===== config.mk =====
export PLATFORM = sky130hd
export DESIGN_NAME = ring_buffer_deque
export DESIGN_NICKNAME = d
export VERILOG_FILES = /design/src/rtl/rbd_pkg.sv /design/src/rtl/ring_buffer_deque.sv /design/src/rtl/rbd_ram.sv
export VERILOG_INCLUDE_DIRS = /design/src /design/src/rtl
export SDC_FILE = /design/constraint.sdc
export NUM_CORES = 1
export LEC_CHECK = 0
export BUFFER_PORTS_ARGS = -buffer_cell sky130_fd_sc_hd__buf_4
export CORE_MARGIN = 4
export CORE_UTILIZATION = 50
export CTS_CLUSTER_DIAMETER = 50
export CTS_CLUSTER_SIZE = 20
export DETAILED_ROUTE_END_ITERATION = 8
export PLACE_DENSITY = 0.72
export SLEW_MARGIN = 20
export SYNTH_ARGS = -nofsm -noshare
export SYNTH_HDL_FRONTEND = slang
export SYNTH_SLANG_ARGS = --single-unit
export TNS_END_PERCENT = 5

===== constraint.sdc =====
create_clock -name clk -period 15.24 [get_ports clk]
set_clock_uncertainty 0.15 [all_clocks]
set_input_delay 1.524 -clock clk [delete_from_list [all_inputs] [get_ports clk]]
set_output_delay 1.524 -clock clk [all_outputs]
set_load 0.02 [all_outputs]

===== src/rtl/ring_buffer_deque_macros.svh =====
// Assertion helpers shared by the deque RTL. Each check is sampled on the
// rising clock edge and is disabled while reset is asserted.
`ifndef RING_BUFFER_DEQUE_MACROS_SVH
`define RING_BUFFER_DEQUE_MACROS_SVH

// The consequent must hold in the same cycle as the antecedent.
`define RBD_ASSERT_NOW(lbl, ante, cons) \
	lbl: assert property (@(posedge clk) disable iff (!arst_n) (ante) |-> (cons)) \
		else $error("ring_buffer_deque: same-cycle check failed");

// The consequent must hold in the cycle after the antecedent.
`define RBD_ASSERT_NEXT(lbl, ante, cons) \
	lbl: assert property (@(posedge clk) disable iff (!arst_n) (ante) |=> (cons)) \
		else $error("ring_buffer_deque: next-cycle check failed");

`endif


===== src/rtl/rbd_pkg.sv =====
`timescale 1ns / 1ps

package rbd_pkg;

	// Width of the signed position field of an input word.
	localparam int POS_W = 6;
	// Opcode field width, carried in tuser.
	localparam int OP_W  = 3;

	typedef enum logic [OP_W-1:0] {
		OP_PUSH_BACK  = 3'd0,
		OP_PUSH_FRONT = 3'd1,
		OP_POP_BACK   = 3'd2,
		OP_POP_FRONT  = 3'd3,
		OP_READ       = 3'd4,
		OP_WRITE      = 3'd5,
		OP_CLEAR      = 3'd6,
		OP_RESIZE     = 3'd7
	} op_t;

	typedef enum logic [1:0] {
		STAT_OK    = 2'd0,
		STAT_EMPTY = 2'd1,
		STAT_FULL  = 2'd2,
		STAT_RANGE = 2'd3
	} status_t;

endpackage


===== src/rtl/ring_buffer_deque.sv =====
// Fixed-capacity double-ended queue held in a DEPTH-entry circular RAM with a
// head pointer and an element count. Each input word carries an opcode in
// tuser (push or pop at either end, signed indexed read or write, clear,
// resize with fill) and produces exactly one result word reporting the read
// data, the front and back elements, the count, an empty flag and a status
// in tuser. Most operations pass through the RAM access of the operation
// together with the front/back lookup, then the capture of the registered
// RAM read into the output register, where the next word is already
// accepted. A resize that grows the queue fills the new slots between the
// two, one new slot per cycle through the single RAM write port, before the
// front/back lookup. The RAM contents are not cleared after reset; only the
// head pointer and count are. A result waiting on m_tready holds the block
// once the following word has finished its RAM access.
`timescale 1ns / 1ps
`include "ring_buffer_deque_macros.svh"

module ring_buffer_deque
	import rbd_pkg::*;
#(
	parameter int DEPTH      = 16,
	parameter int DATA_WIDTH = 32
) (
	input  logic                                                 clk,
	input  logic                                                 arst_n,
	input  logic                                                 s_tvalid,
	output logic                                                 s_tready,
	// value [DATA_WIDTH-1:0], position [+6], zero padding to whole bytes
	input  logic [((DATA_WIDTH+POS_W+7)/8)*8-1:0]                s_tdata,
	// opcode [2:0], zero padding
	input  logic [7:0]                                           s_tuser,
	output logic                                                 m_tvalid,
	input  logic                                                 m_tready,
	// read_data, front_value, back_value (DATA_WIDTH each), element_count,
	// is_empty, zero padding to whole bytes
	output logic [((3*DATA_WIDTH+$clog2(DEPTH+1)+1+7)/8)*8-1:0] m_tdata,
	// status [1:0], zero padding
	output logic [7:0]                                           m_tuser
);

	localparam int AW    = $clog2(DEPTH);
	localparam int CW    = $clog2(DEPTH+1);
	localparam int DW    = DATA_WIDTH;
	localparam int OUT_W = ((3*DW+CW+1+7)/8)*8;
	localparam int CMPW  = (CW > POS_W+1) ? CW : POS_W+1;
	localparam logic [AW:0]     DEPTH_X  = (AW+1)'(DEPTH);
	localparam logic [AW-1:0]   LAST_IDX = AW'(DEPTH-1);
	localparam logic [CW-1:0]   FULL_CNT = CW'(DEPTH);
	localparam logic [CMPW-1:0] DEPTH_C  = CMPW'(DEPTH);

	typedef enum logic [2:0] {
		ST_IDLE,
		ST_EXEC,
		ST_FILL,
		ST_LOOK,
		ST_RESP
	} state_t;

	// Circular add of two slot offsets whose sum stays below twice the depth.
	function automatic logic [AW-1:0] wrap_add(input logic [AW-1:0] a,
			input logic [AW-1:0] b);
		logic [AW:0] s;
		s = {1'b0, a} + {1'b0, b};
		if (s >= DEPTH_X) begin
			s = s - DEPTH_X;
		end
		return s[AW-1:0];
	endfunction

	state_t            state_q;
	op_t               op_q;
	logic [DW-1:0]     val_q;
	logic [POS_W-1:0]  pos_q;
	logic [AW-1:0]     head_q;
	logic [CW-1:0]     count_q;
	logic [CW-1:0]     fill_q;
	status_t           status_q;
	logic              use_regs_q;
	logic              rd_ok_q;
	logic              fwd_a_q;
	logic              fwd_b_q;
	logic [DW-1:0]     fwd_val_q;
	logic [DW-1:0]     front_q;
	logic [DW-1:0]     back_q;

	logic              m_valid_q;
	logic [DW-1:0]     out_rd_q;
	logic [DW-1:0]     out_front_q;
	logic [DW-1:0]     out_back_q;
	logic [CW-1:0]     out_count_q;
	logic              out_empty_q;
	status_t           out_status_q;

	// Operation decode for the execute cycle.
	logic              ex_we;
	logic [AW-1:0]     ex_waddr;
	logic              ex_re;
	logic [AW-1:0]     ex_ra;
	logic [AW-1:0]     ex_rb;
	logic [AW-1:0]     ex_head;
	logic [CW-1:0]     ex_count;
	logic [CW-1:0]     ex_cnt_m1;
	status_t           ex_status;
	logic              ex_use_regs;
	logic              ex_grow;

	logic              pos_neg;
	logic [POS_W:0]    pos_mag;
	logic [CMPW-1:0]   cnt_c;
	logic [CMPW-1:0]   pos_c;
	logic [CMPW-1:0]   mag_c;
	logic [CMPW-1:0]   offset_c;
	logic              idx_ok;
	logic [AW-1:0]     idx_slot;
	logic              cnt_full;
	logic              cnt_zero;

	// RAM port signals.
	logic              ram_we;
	logic [AW-1:0]     ram_waddr;
	logic [DW-1:0]     ram_wdata;
	logic              ram_re;
	logic [AW-1:0]     ram_ra;
	logic [AW-1:0]     ram_rb;
	logic [DW-1:0]     ram_rd_a;
	logic [DW-1:0]     ram_rd_b;
	logic [CW-1:0]     look_m1;

	logic              out_free;
	logic              resp_load;
	logic              accept;
	logic [DW-1:0]     resp_front;
	logic [DW-1:0]     resp_back;

	assign out_free  = !m_valid_q || m_tready;
	assign resp_load = (state_q == ST_RESP) && out_free;
	assign s_tready  = (state_q == ST_IDLE) || ((state_q == ST_RESP) && out_free);
	assign accept    = s_tvalid && s_tready;

	// Signed index resolution: a negative index counts back from the end.
	assign pos_neg  = pos_q[POS_W-1];
	assign pos_mag  = (POS_W+1)'(0) - {pos_q[POS_W-1], pos_q};
	assign cnt_c    = CMPW'(count_q);
	assign pos_c    = CMPW'(pos_q[POS_W-2:0]);
	assign mag_c    = CMPW'(pos_mag);
	assign idx_ok   = pos_neg ? (mag_c <= cnt_c) : (pos_c < cnt_c);
	assign offset_c = pos_neg ? (cnt_c - mag_c) : pos_c;
	assign idx_slot = wrap_add(head_q, offset_c[AW-1:0]);
	assign cnt_full = (count_q == FULL_CNT);
	assign cnt_zero = (count_q == '0);

	always_comb begin
		ex_we       = 1'b0;
		ex_waddr    = head_q;
		ex_re       = 1'b0;
		ex_ra       = head_q;
		ex_rb       = head_q;
		ex_head     = head_q;
		ex_count    = count_q;
		ex_status   = STAT_OK;
		ex_use_regs = 1'b0;
		ex_grow     = 1'b0;
		ex_cnt_m1   = '0;
		unique case (op_q)
			OP_PUSH_BACK: begin
				if (cnt_full) begin
					ex_status = STAT_FULL;
				end else begin
					ex_we    = 1'b1;
					ex_waddr = wrap_add(head_q, count_q[AW-1:0]);
					ex_count = count_q + CW'(1);
				end
			end
			OP_PUSH_FRONT: begin
				if (cnt_full) begin
					ex_status = STAT_FULL;
				end else begin
					ex_head  = (head_q == '0) ? LAST_IDX : head_q - AW'(1);
					ex_we    = 1'b1;
					ex_waddr = ex_head;
					ex_count = count_q + CW'(1);
				end
			end
			OP_POP_BACK: begin
				if (cnt_zero) begin
					ex_status = STAT_EMPTY;
				end else begin
					ex_count = count_q - CW'(1);
				end
			end
			OP_POP_FRONT: begin
				if (cnt_zero) begin
					ex_status = STAT_EMPTY;
				end else begin
					ex_head  = (head_q == LAST_IDX) ? '0 : head_q + AW'(1);
					ex_count = count_q - CW'(1);
				end
			end
			OP_READ: begin
				// Front and back do not move; they come from the last result.
				ex_use_regs = 1'b1;
				ex_re       = 1'b1;
				ex_ra       = idx_slot;
				if (!idx_ok) begin
					ex_status = STAT_RANGE;
				end
			end
			OP_WRITE: begin
				if (idx_ok) begin
					ex_we    = 1'b1;
					ex_waddr = idx_slot;
				end else begin
					ex_status = STAT_RANGE;
				end
			end
			OP_CLEAR: begin
				ex_head  = '0;
				ex_count = '0;
			end
			OP_RESIZE: begin
				if (pos_neg) begin
					ex_status = STAT_RANGE;
				end else if (pos_c > DEPTH_C) begin
					ex_status = STAT_FULL;
				end else begin
					ex_count = pos_c[CW-1:0];
					ex_grow  = (pos_c > cnt_c);
				end
			end
			default: begin
				ex_status = STAT_OK;
			end
		endcase
		if (!ex_use_regs && !ex_grow) begin
			ex_cnt_m1 = ex_count - CW'(1);
			ex_re     = 1'b1;
			ex_ra     = ex_head;
			ex_rb     = wrap_add(ex_head, ex_cnt_m1[AW-1:0]);
		end
	end

	assign look_m1 = count_q - CW'(1);

	always_comb begin
		ram_we    = 1'b0;
		ram_waddr = ex_waddr;
		ram_wdata = val_q;
		ram_re    = 1'b0;
		ram_ra    = ex_ra;
		ram_rb    = ex_rb;
		unique case (state_q)
			ST_EXEC: begin
				ram_we = ex_we;
				ram_re = ex_re;
			end
			ST_FILL: begin
				ram_we    = 1'b1;
				ram_waddr = wrap_add(head_q, fill_q[AW-1:0]);
			end
			ST_LOOK: begin
				ram_re = 1'b1;
				ram_ra = head_q;
				ram_rb = wrap_add(head_q, look_m1[AW-1:0]);
			end
			ST_IDLE, ST_RESP: begin
				ram_re = 1'b0;
			end
			default: begin
				ram_re = 1'b0;
			end
		endcase
	end

	rbd_ram #(
		.WIDTH (DW),
		.DEPTH (DEPTH)
	) u_store (
		.clk     (clk),
		.we      (ram_we),
		.waddr   (ram_waddr),
		.wdata   (ram_wdata),
		.re      (ram_re),
		.raddr_a (ram_ra),
		.raddr_b (ram_rb),
		.rdata_a (ram_rd_a),
		.rdata_b (ram_rd_b)
	);

	// The RAM returns old data when a slot is read as it is written, so the
	// written word is forwarded for that case.
	always_comb begin
		if (cnt_zero) begin
			resp_front = '0;
			resp_back  = '0;
		end else if (use_regs_q) begin
			resp_front = front_q;
			resp_back  = back_q;
		end else begin
			resp_front = fwd_a_q ? fwd_val_q : ram_rd_a;
			resp_back  = fwd_b_q ? fwd_val_q : ram_rd_b;
		end
	end

	always_ff @(posedge clk or negedge arst_n) begin
		if (!arst_n) begin
			state_q      <= ST_IDLE;
			op_q         <= OP_PUSH_BACK;
			val_q        <= '0;
			pos_q        <= '0;
			head_q       <= '0;
			count_q      <= '0;
			fill_q       <= '0;
			status_q     <= STAT_OK;
			use_regs_q   <= 1'b0;
			rd_ok_q      <= 1'b0;
			fwd_a_q      <= 1'b0;
			fwd_b_q      <= 1'b0;
			fwd_val_q    <= '0;
			front_q      <= '0;
			back_q       <= '0;
			m_valid_q    <= 1'b0;
			out_rd_q     <= '0;
			out_front_q  <= '0;
			out_back_q   <= '0;
			out_count_q  <= '0;
			out_empty_q  <= 1'b1;
			out_status_q <= STAT_OK;
		end else begin
			if (resp_load) begin
				m_valid_q <= 1'b1;
			end else if (m_tready) begin
				m_valid_q <= 1'b0;
			end
			if (accept) begin
				op_q  <= op_t'(s_tuser[OP_W-1:0]);
				val_q <= s_tdata[DW-1:0];
				pos_q <= s_tdata[DW+POS_W-1:DW];
			end
			unique case (state_q)
				ST_IDLE: begin
					if (accept) begin
						state_q <= ST_EXEC;
					end
				end
				ST_EXEC: begin
					head_q     <= ex_head;
					count_q    <= ex_count;
					status_q   <= ex_status;
					use_regs_q <= ex_use_regs;
					rd_ok_q    <= ex_use_regs && idx_ok;
					fwd_a_q    <= ex_we && (ex_waddr == ex_ra);
					fwd_b_q    <= ex_we && (ex_waddr == ex_rb);
					fwd_val_q  <= val_q;
					if (ex_grow) begin
						fill_q  <= count_q;
						state_q <= ST_FILL;
					end else begin
						state_q <= ST_RESP;
					end
				end
				ST_FILL: begin
					fill_q <= fill_q + CW'(1);
					if (fill_q + CW'(1) == count_q) begin
						state_q <= ST_LOOK;
					end
				end
				ST_LOOK: begin
					fwd_a_q <= 1'b0;
					fwd_b_q <= 1'b0;
					state_q <= ST_RESP;
				end
				ST_RESP: begin
					if (out_free) begin
						out_rd_q     <= rd_ok_q ? ram_rd_a : '0;
						out_front_q  <= resp_front;
						out_back_q   <= resp_back;
						out_count_q  <= count_q;
						out_empty_q  <= cnt_zero;
						out_status_q <= status_q;
						front_q      <= resp_front;
						back_q       <= resp_back;
						state_q      <= accept ? ST_EXEC : ST_IDLE;
					end
				end
				default: begin
					state_q <= ST_IDLE;
				end
			endcase
		end
	end

	assign m_tvalid = m_valid_q;
	assign m_tdata  = OUT_W'({out_empty_q, out_count_q, out_back_q, out_front_q, out_rd_q});
	assign m_tuser  = 8'({out_status_q});

	`RBD_ASSERT_NOW(a_count_bound, 1'b1, count_q <= FULL_CNT)
	`RBD_ASSERT_NOW(a_head_bound, 1'b1, head_q <= LAST_IDX)
	`RBD_ASSERT_NOW(a_fill_bound, state_q == ST_FILL, fill_q < count_q)
	`RBD_ASSERT_NEXT(a_resp_loads, (state_q == ST_RESP) && accept, m_tvalid && (state_q == ST_EXEC))

endmodule


===== src/rtl/rbd_ram.sv =====
`timescale 1ns / 1ps

// Simple dual-read RAM: one write port, two registered read ports.
// A read at the address being written returns the old contents.
module rbd_ram #(
	parameter int WIDTH = 32,
	parameter int DEPTH = 16
) (
	input  logic                     clk,
	input  logic                     we,
	input  logic [$clog2(DEPTH)-1:0] waddr,
	input  logic [WIDTH-1:0]         wdata,
	input  logic                     re,
	input  logic [$clog2(DEPTH)-1:0] raddr_a,
	input  logic [$clog2(DEPTH)-1:0] raddr_b,
	output logic [WIDTH-1:0]         rdata_a,
	output logic [WIDTH-1:0]         rdata_b
);

	logic [WIDTH-1:0] mem [DEPTH];

	always_ff @(posedge clk) begin
		if (we) begin
			mem[waddr] <= wdata;
		end
	end

	always_ff @(posedge clk) begin
		if (re) begin
			rdata_a <= mem[raddr_a];
			rdata_b <= mem[raddr_b];
		end
	end

endmodule

* After elaboration in Yosys (flattened, before gate mapping) *
Memories as Yosys holds them, arrays and structs flattened. A register that Yosys moved wholly into a read port is not among the register bits.
Index checks and enable logic that the tools add are counted.

storage, ports and cells
  register bits after elaboration = 201
  latch bits = 0
  RAM bits = 512
  memory bits (read-only) = 0
  output and inout bits = 114
  logic and storage cells = 157
  memories = 1

cells by class
  $add $sub $neg = 18
  $mul = 0
  divide/modulo/power cells = 0
  $lt $le $gt $ge = 9
  equality and inequality tests = 21
  shifts and indexed selects = 0
  muxes and demuxes = 63
  bitwise gates (word level) = 0
  reduce and logical (&&, ||, !) cells = 25

memories
  memory       depth  width  read ports  clocked after Yosys merged registers in  wr ports  RTL line       text
  u_store.mem  16     32     2           2                                        1         rbd_ram.sv:20  logic [WIDTH-1:0] mem [DEPTH];

operators by type and width
  operator               number
  $mux W32               7
  $mux W4                18
  $sub A4 B1 Y4 const B  7
  $add A4 B4 Y5          5
  $ge A5 B5 Y1 const B   5
  $mux W5                5
  $pmux W4 S3            2
  $pmux W5 S4            1
  $eq A3 B3 Y1 const B   5
  $pmux W3 S5            1
  $mux W1                14
  $eq A3 B2 Y1 const B   4
  $mux W3                4
  $add A5 B1 Y5 const B  2
  $pmux W1 S2            5
  $pmux W5 S2            1
  $eq A4 B4 Y1           2
  $mux W2                4
  $ne A2 B2 Y1 const B   4
  $pmux W2 S4            1
  $le A7 B5 Y1           1
  $sub A1 B6 Y7 const A  1
  $eq A3 B1 Y1 const B   2
  $logic_and A1 B1 Y1    6
  19 further kinds       29

* Depth between registers and ports, before layout *
Gate-level depths: netlist of run 1.

  depth in word-level cells = 12
  depth in mapped cells = 21

* By module *
Synthesis of run 1 repeated with hierarchy kept, for this count alone.

second synthesis, totals
  cells, all modules = 2179
  area total of the unflattened synthesis = 35426.5 µm²

modules (own cells, without submodules)
  module             times used  cells an instance  area each (µm²)
  rbd_ram            1           1141               24827.6
  ring_buffer_deque  1           1038               10598.9

* Worst setup path before layout of run 1 *
Ideal clock, no wire load.

  kind = register to register
  start point = reg count_q[3]
  end point = reg u_store.rdata_a[0], read port of u_store.mem, enable pin
  data arrival time = 4.770 ns
  slack = 9.812 ns
  stages on the path, launching flop included = 8
  path buffers = 1
  clock period less this slack = 5.428 ns
  cell sequence = dfrtp_1 -> buf_2 -> inv_1 -> ha_1 -> a21o_1 -> a21oi_1 -> a21boi_2 -> a21oi_1

on the way
  longest elaborated chain between the ends = 8

RTL lines
  item                    RTL line                  text
  from (decl)             ring_buffer_deque.sv:74   logic [CW-1:0] count_q;
  from (signal assigned)  ring_buffer_deque.sv:346  count_q <= ex_count;
  $gt A5 B5 Y1            ring_buffer_deque.sv:226  ex_grow = (pos_c > cnt_c);
  $mux W1                 ring_buffer_deque.sv:222  end else if (pos_c > DEPTH_C) begin
  $mux W1                 ring_buffer_deque.sv:220  if (pos_neg) begin
  $mux W1                 ring_buffer_deque.sv:163  unique case (op_q)
  $logic_not A1 Y1        ring_buffer_deque.sv:233  if (!ex_use_regs && !ex_grow) begin
  $logic_and A1 B1 Y1     ring_buffer_deque.sv:233
  $mux W1                 ring_buffer_deque.sv:233
  $pmux W1 S2             ring_buffer_deque.sv:250  unique case (state_q)
  named net ram_re        ring_buffer_deque.sv:121  logic ram_re;
  to (decl)               rbd_ram.sv:16             output logic [WIDTH-1:0] rdata_a,

The timed path passes the listed nets, and every way through them passes these cells.
A chain may end at the register's enable or synchronous reset.

* Final worst setup path of run 1 *
  start point = reg count_q[1]
  end point = reg u_store.rdata_b[13], read port of u_store.mem, data pin

RTL lines
  item                                                     RTL line                                            text
  $eq A5 B5 Y1 / $logic_not A5 Y1 (equally long branches)  ring_buffer_deque.sv:148, ring_buffer_deque.sv:149
  $mux W4, on equally long branches                        ring_buffer_deque.sv:174, ring_buffer_deque.sv:191
  $pmux W4 S3 (*)                                          ring_buffer_deque.sv:163
  named net ex_head[0]                                     ring_buffer_deque.sv:99                             logic [AW-1:0] ex_head;
  $add A4 B4 Y5 (*)                                        ring_buffer_deque.sv:62                             s = {1'b0, a} + {1'b0, b};
  $sub A4 B1 Y4 / $ge A5 B5 Y1 (equally long branches)     ring_buffer_deque.sv:64, ring_buffer_deque.sv:63
  $mux W4 (*)                                              ring_buffer_deque.sv:63                             if (s >= DEPTH_X) begin
  $mux W4 (*)                                              ring_buffer_deque.sv:233
  $mux W4 (*)                                              ring_buffer_deque.sv:250
  to (decl)                                                rbd_ram.sv:17                                       output logic [WIDTH-1:0] rdata_b

Mark *: on every way through the listed nets, which the timed path passes. The rest lies on a longest branch.

==> summary.txt, run 1 <==
RSZ-0062 raised after global routing - false
final instance area - 42000 sq um
main area contributors after synthesis - edfxtp_1 47%, mux2i_1 15%, dfrtp_1 13%
1st-iter DRT viols - 2004
post-route ant nets - 0
RePlAce Congestion - 0.859
CP Launch Type - flop
syn avg cell area - 14.4 sq um
clock buffer depth - 3
Core Box Area - 73300 sq um
largest net degree at the start of global routing - 154
Yosys top cell by area - edfxtp_1
Ys Warns - 0
fraction of registers with async set/reset - 25.9%
PostCTS Resize Cnt - 0
row count - 99
run status - completed
layout cells sized above 1 - 20.5%
commonest non-fill, non-tap cell in the layout - edfxtp_1
CP Data Arrival Time - 7030 ps
Synth Flop Type - edfxtp_1
Root Buffer - clkbuf_16
worst-margin pin slew - 1150 ps
area occupied by multi-input gates - 14100 sq um
CP Capture Type - flop
Wirelength per Cell - 25.9 microns
Die Span Y - 281 microns
vias per cell - 6.15
Post-CTS Setup Inserts - 0
IO Port Bufs - 150
Worst-path clk slew - 70 ps
MaxCap Viol Count - 0
Syn Inst Count - 2574
die width - 281 microns
final period utilization - 44.8%
worst-path fanout max - 153
most frequent cells in the layout - 576 x edfxtp_1, 551 x mux2i_1, 282 x nand2_1
Layout fillers - 5754
final WL - 96200 microns
global-route wire length before repair - 144000 microns
# clock sinks - 777
r2r setup slk - 8410 ps
maximum clock frequency - 0.146 GHz
Max-slew headroom - 23.4%
Worst Path Required - 15430 ps
Clock Latency Late Sink - 630 ps
setup violators final - 0
HPWL after DPL - 54100 microns
full die area - 78800 sq um
EDFF count, synth - 576
Ports - 166
CTS tree - built
CTS Buf Count - 79
Overall Global Routing Usage - 24.3%
register area share after synthesis - 60.1%
register area - 22300 sq um
final hold violation count - 0
Hold Crit Class - reg2reg
DRT Pass-1 Iters - 6
minimum clock period - 6830 ps
cell area after synthesis - 37200 sq um
utilization after layout - 57.3%
dpl cell area - 39200 sq um
Starting Density - 50.7%
Congestion Overflow GR - 0
Area Overhead vs Synth - 13.1%
share of the synthesized area in the top cell type - 46.5%
via count - 22800
initial antenna violation count - 0
vias in the first global route - 23500
fin nets - 2778
cts hold-fix bufs - 0
Netlist cell types - 79
H-tree depth - 3
Slew Limit Fails - 0
Setup CP Type - reg2reg
# DRC - 0
register bit total from synthesis - 777
final setup TNS - 0 ps
==> cell type report <==
| cell class | count | area share (%) |
|---|---|---|
| sequential | 777 | 53.1 |
| inverter | 26 | 0.232 |
| clock inverter | 55 | 1.42 |
| antenna | 2 | 0.0119 |
| timing repair buffer | 198 | 3.62 |
| multi-input combinational | 1600 | 33.5 |
| tap | 959 | 2.86 |
| clock buffer | 93 | 5.21 |
==> final timing paths <==
path,from,cells after the start,end
setup / recovery,count_q[1],17,u_store.rdata_b[13]
hold / removal,out_rd_q[9],2,out_rd_q[9]
setup reg to reg,count_q[1],17,u_store.rdata_b[13]
hold reg to reg,out_rd_q[9],2,out_rd_q[9]
max in group asynchronous,arst_n,2,fwd_a_q
min in group asynchronous,arst_n,1,fwd_val_q[22]
==> critical path, stage by stage (launching register included) <==
cell and delay (ps):
dfrtp_1 550, inv_1 380, ha_1 320, nor4b_4 550, nor2_1 310, a32oi_1 320, o21ai_2 170, ha_1 260
fa_1 440, xnor2_1 140, nor3_1 190, o31a_2 180, buf_4 790, buf_12 820, mux2i_1 320, mux2i_1 120
mux2i_1 260, mux2i_1 130
==> logic make-up after synthesis <==
family | count (synthesis) | synth area share [%]
muxes | 724 | 24.0
buffers and inverters | 204 | 2.70
AOI/OAI and AO/OA | 273 | 4.59
DFF | 777 | 60.1
adders and majority gates | 44 | 1.60
other | 1 | 0.0101
and+or+nand+nor | 515 | 6.17
xor gates and xnor gates | 36 | 0.885
==> synth_stat cells, types with 3 or more instances <==
master and instances:
or3_1 4, mux2i_1 551, a22oi_1 34, o21ai_0 131, xor2_1 14, mux2_2 45, nand2b_1 7, xnor2_1 21
inv_1 26, dfrtp_1 200, ha_1 38, a22o_1 3, a32oi_1 3, nand4_1 3, nor2b_1 10, and3_1 5
o22ai_1 8, buf_6 9, fa_1 6, a21oi_1 30, a211oi_1 5, nor4_1 6, clkbuf_1 75, nand2_1 284
buf_4 24, buf_1 7, nor2_1 46, mux4_2 128, a221o_1 3, buf_2 63, o21ai_1 3, nand3_1 115
and2_1 3, o21a_1 6, nor3_1 17, a21o_1 10, edfxtp_1 576, a31oi_1 7
==> stage by stage <==
stage / hold WS [ps] / cells / worst slack (ps)
detailed placement: 322 / 3560 / 8220
floorplan: 296 / 2581 / 9810
finish: 332 / 3710 / 8410
global placement: 315 / 3560 / 8370
CTS: 336 / 3708 / 8190
global route: 355 / 3708 / 8080
==> registers in the layout, summed over array words and instances (netlist names) <==
signal / flops
pos_q: 6
u_store.mem: 512
rd_ok_q: 1
m_tvalid: 1
head_q: 4
state_q: 3
op_q: 3
out_count_q: 5
out_back_q: 32
out_rd_q: 32
use_regs_q: 1
fwd_val_q: 32
out_status_q: 2
u_store.rdata_a: 32
status_q: 2
count_q: 5
ram_wdata: 32
fwd_b_q: 1
fill_q: 5
fwd_a_q: 1
out_empty_q: 1
out_front_q: 32
u_store.rdata_b: 32
==> per-layer routing <==
metal | part of all wire [%] | routed length, microns | track usage, %
met1 | 42 | 40200 | 33.2
met2 | 48 | 46200 | 39.8
met3 | 7.2 | 6880 | 4.14
met4 | 3.1 | 2940 | 8.56
met5 | 0 | 0 | 0
Power of run 1 is left out: the tool's default activity adds up to more than one toggle a clock period on the data nets, which glitch-free logic cannot reach.
==> run 2, diff against run 1 <==
--- a/config.mk
+++ b/config.mk
@@ -12,7 +12,7 @@
 export CTS_CLUSTER_DIAMETER = 50
 export CTS_CLUSTER_SIZE = 20
 export DETAILED_ROUTE_END_ITERATION = 8
-export PLACE_DENSITY = 0.72
+export PLACE_DENSITY = 0.75
 export SLEW_MARGIN = 20
 export SYNTH_ARGS = -nofsm -noshare
 export SYNTH_HDL_FRONTEND = slang
==> constraint.sdc (replaced) <==
create_clock -name clk -period 5.9 [get_ports clk]
set_clock_uncertainty 0.15 [all_clocks]
set_input_delay 0.59 -clock clk [delete_from_list [all_inputs] [get_ports clk]]
set_output_delay 0.59 -clock clk [all_outputs]
set_load 0.02 [all_outputs]
==> run 2 against run 1 <==
- die area stayed put
- sequential share of layout area is 0.66 points lower
- worst hold slack lost 300 ps
- flip-flop and latch count is the same
- register-to-register slack lost 7900 ps
- global-route usage rose by 0.32 points
- via count is 0.84% higher
- non-clock buffer count is 29 higher
- highest routed layer unchanged
- utilization increased by 0.72 points
- cell area up 1.3%
- worst setup slack got worse by 7900 ps
==> summary.txt, run 2 (synthesis gave the netlist of run 1 again) <==
run status - completed (unchanged)
full die area - 78800 sq um (unchanged)
worst path bufs/invs - 4 (was 3)
Worst Path Required - 6080 ps (was 15430 ps)
delay-heaviest family, CP - compound AO/OA/AOI/OAI gates (was buffers and inverters)
CP Data Arrival Time - 5540 ps (was 7030 ps)
# clock sinks - 777 (unchanged)
CP most frequent cell - mux2i_1 (unchanged)
worst-margin pin slew - 1170 ps (was 1150 ps)
HPWL after DPL - 57000 microns (was 54100 microns)
Hold Crit Class - in2reg (was reg2reg)
antenna cells - 0 (was 2)
CTS tree - built (unchanged)
die width - 281 microns (unchanged)
Overall Global Routing Usage - 24.6% (was 24.3%)
Top reg by flops - u_store.mem (unchanged)
post-route ant nets - 0 (unchanged)
clock buffer depth - 3 (unchanged)
Clock Latency Late Sink - 620 ps (was 630 ps)
RSZ-0062 raised after global routing - false (unchanged)
Root Buffer - clkbuf_16 (unchanged)
Congestion Overflow GR - 0 (unchanged)
number of flip-flops in the largest register - 512 (unchanged)
Slowest cell on crit path - dfrtp_1 (was buf_12)
CP Launch Type - flop (unchanged)
Core Box Area - 73300 sq um (unchanged)
Wirelength per Cell - 26.1 microns (was 25.9 microns)
maximum clock frequency - 0.187 GHz (was 0.146 GHz)
most frequent cells in the layout - 576 x edfxtp_1, 551 x mux2i_1, 282 x nand2_1 (unchanged)
hold slack - 33.5 ps (was 332 ps)
final setup TNS - 0 ps (unchanged)
global-route wire length before repair - 147000 microns (was 144000 microns)
initial antenna violation count - 3 (was 0)
CTS Buf Count - 76 (was 79)
# DRC - 0 (unchanged)
Die Span Y - 281 microns (unchanged)
vias per cell - 6.17 (was 6.15)
Area Overhead vs Synth - 14.5% (was 13.1%)
row count - 99 (unchanged)
vias in the first global route - 23700 (was 23500)
Highest Signal Layer - met4 (unchanged)
Starting Density - 50.7% (unchanged)
CP peak stage delay - 460 ps (was 820 ps)
H-tree depth - 3 (unchanged)
Max-slew headroom - 21.6% (was 23.4%)
setup violators final - 0 (unchanged)
CP Capture Type - flop (unchanged)
met2 wire len - 46400 microns (was 46200 microns)
RePlAce Congestion - 0.896 (was 0.859)
1st-iter DRT viols - 2619 (was 2004)
minimum clock period - 5360 ps (was 6830 ps)
final period utilization - 90.9% (was 44.8%)
metal1 wirelength - 39700 microns (was 40200 microns)
fin nets - 2804 (was 2778)
cell chain of the critical path - inv_1, ha_1, nand2_1, ha_1, o21ai_0, a21boi_0, o21a_1, a211oi_1, ha_1, inv_1, fa_1, xnor2_1, nor3_1, o31a_2, buf_12, buf_4, mux2i_1, mux2i_1, mux2i_1, mux2i_1 (was inv_1, ha_1, nor4b_4, nor2_1, a32oi_1, o21ai_2, ha_1, fa_1, xnor2_1, nor3_1, o31a_2, buf_4, buf_12, mux2i_1, mux2i_1, mux2i_1, mux2i_1)
Ports - 166 (unchanged)
layout cells sized above 1 - 21.1% (was 20.5%)
DRT Pass-1 Iters - 6 (unchanged)
commonest non-fill, non-tap cell in the layout - edfxtp_1 (unchanged)
Worst-path clk slew - 80 ps (was 70 ps)
met3 WL - 8250 microns (was 6880 microns)
worst-path fanout max - 39 (was 153)
MaxCap Viol Count - 0 (unchanged)
final WL - 97400 microns (was 96200 microns)
Slew Limit Fails - 0 (unchanged)
largest net degree at the start of global routing - 118 (was 154)
Setup CP Type - reg2reg (unchanged)
IO Port Bufs - 150 (unchanged)
final hold violation count - 0 (unchanged)
via count - 23000 (was 22800)
==> run 2: cell count changes in the layout (fill, tap and decap cells not counted), sizes merged <==
| cell | previous run | this run |
|---|---|---|
| bufinv | 2 | 6 |
| clkinvlp | 3 | 2 |
| dlygate4sd3 | 0 | 2 |
| clkinv | 19 | 17 |
| diode | 2 | 0 |
| inv | 57 | 52 |
| clkbuf | 93 | 88 |
| buf | 198 | 225 |
==> run 2: cell type report <==
cell class	count	area, sq um
Clock buffer	88	2030
Clock inverter	51	669
Fill cell	5528	30800
Inverter	26	97.6
Multi-Input combinational cell	1600	14100
Sequential cell	777	22300
Tap cell	959	1200
Timing Repair Buffer	227	2130
==> run 2: worst reg2reg max path, delay by kind of cell (launching register included) <==
family	cells	cell delay, ps
buffers and inverters	4	860
muxes	4	690
and+or+nand+nor	2	300
adders and majority gates	4	1040
xor gates and xnor gates	1	140
DFF	1	460
AOI/OAI and AO/OA	5	1430
==> run 2: through the flow <==
stage / instance area (sq um) / instances / setup WS, ps / util (%)
2_1_floorplan: 37200 / 2581 / 472 / -
3_3_place_gp: 39800 / 3587 / 699 / 54.3
3_5_place_dp: 39800 / 3587 / 609 / 54.3
4_1_cts: 42600 / 3728 / 573 / 58.0
5_1_grt: 42600 / 3728 / 120 / 58.0
6_report: 42600 / 3728 / 540 / 58.0
==> run 2: path summary, 6_finish.rpt <==
path | from | endpoint | slack [ps] | depth (start not counted)
min in group asynchronous | arst_n | out_back_q[25] | 410 | 2
max in group asynchronous | arst_n | head_q[3] | 4030 | 3
worst max-delay path | pos_q[0] | u_store.rdata_b[28] | 540 | 20
worst min register to register | out_front_q[5] | out_front_q[5] | 330 | 2
worst min-delay path | s_tdata[20] | ram_wdata[20] | 30 | 2
worst max register to register | pos_q[0] | u_store.rdata_b[28] | 540 | 20
==> run 2: layer usage <==
metal | GRT usage [%] | vias to the layer above
met4 | 8.47 | 0
met1 | 33.5 | 11700
met5 | 0 | -
met3 | 4.77 | 179
li1 | - | 10100
met2 | 40.1 | 999
==> run 2: what timing repair did <==
action | CTS | global route
resized for setup | 0 | 0
hold endpoints to repair | 85 | 0
buffers inserted | 0 | 0
hold buffers | 2 | 0
Power of run 2 is left out for the same reason.
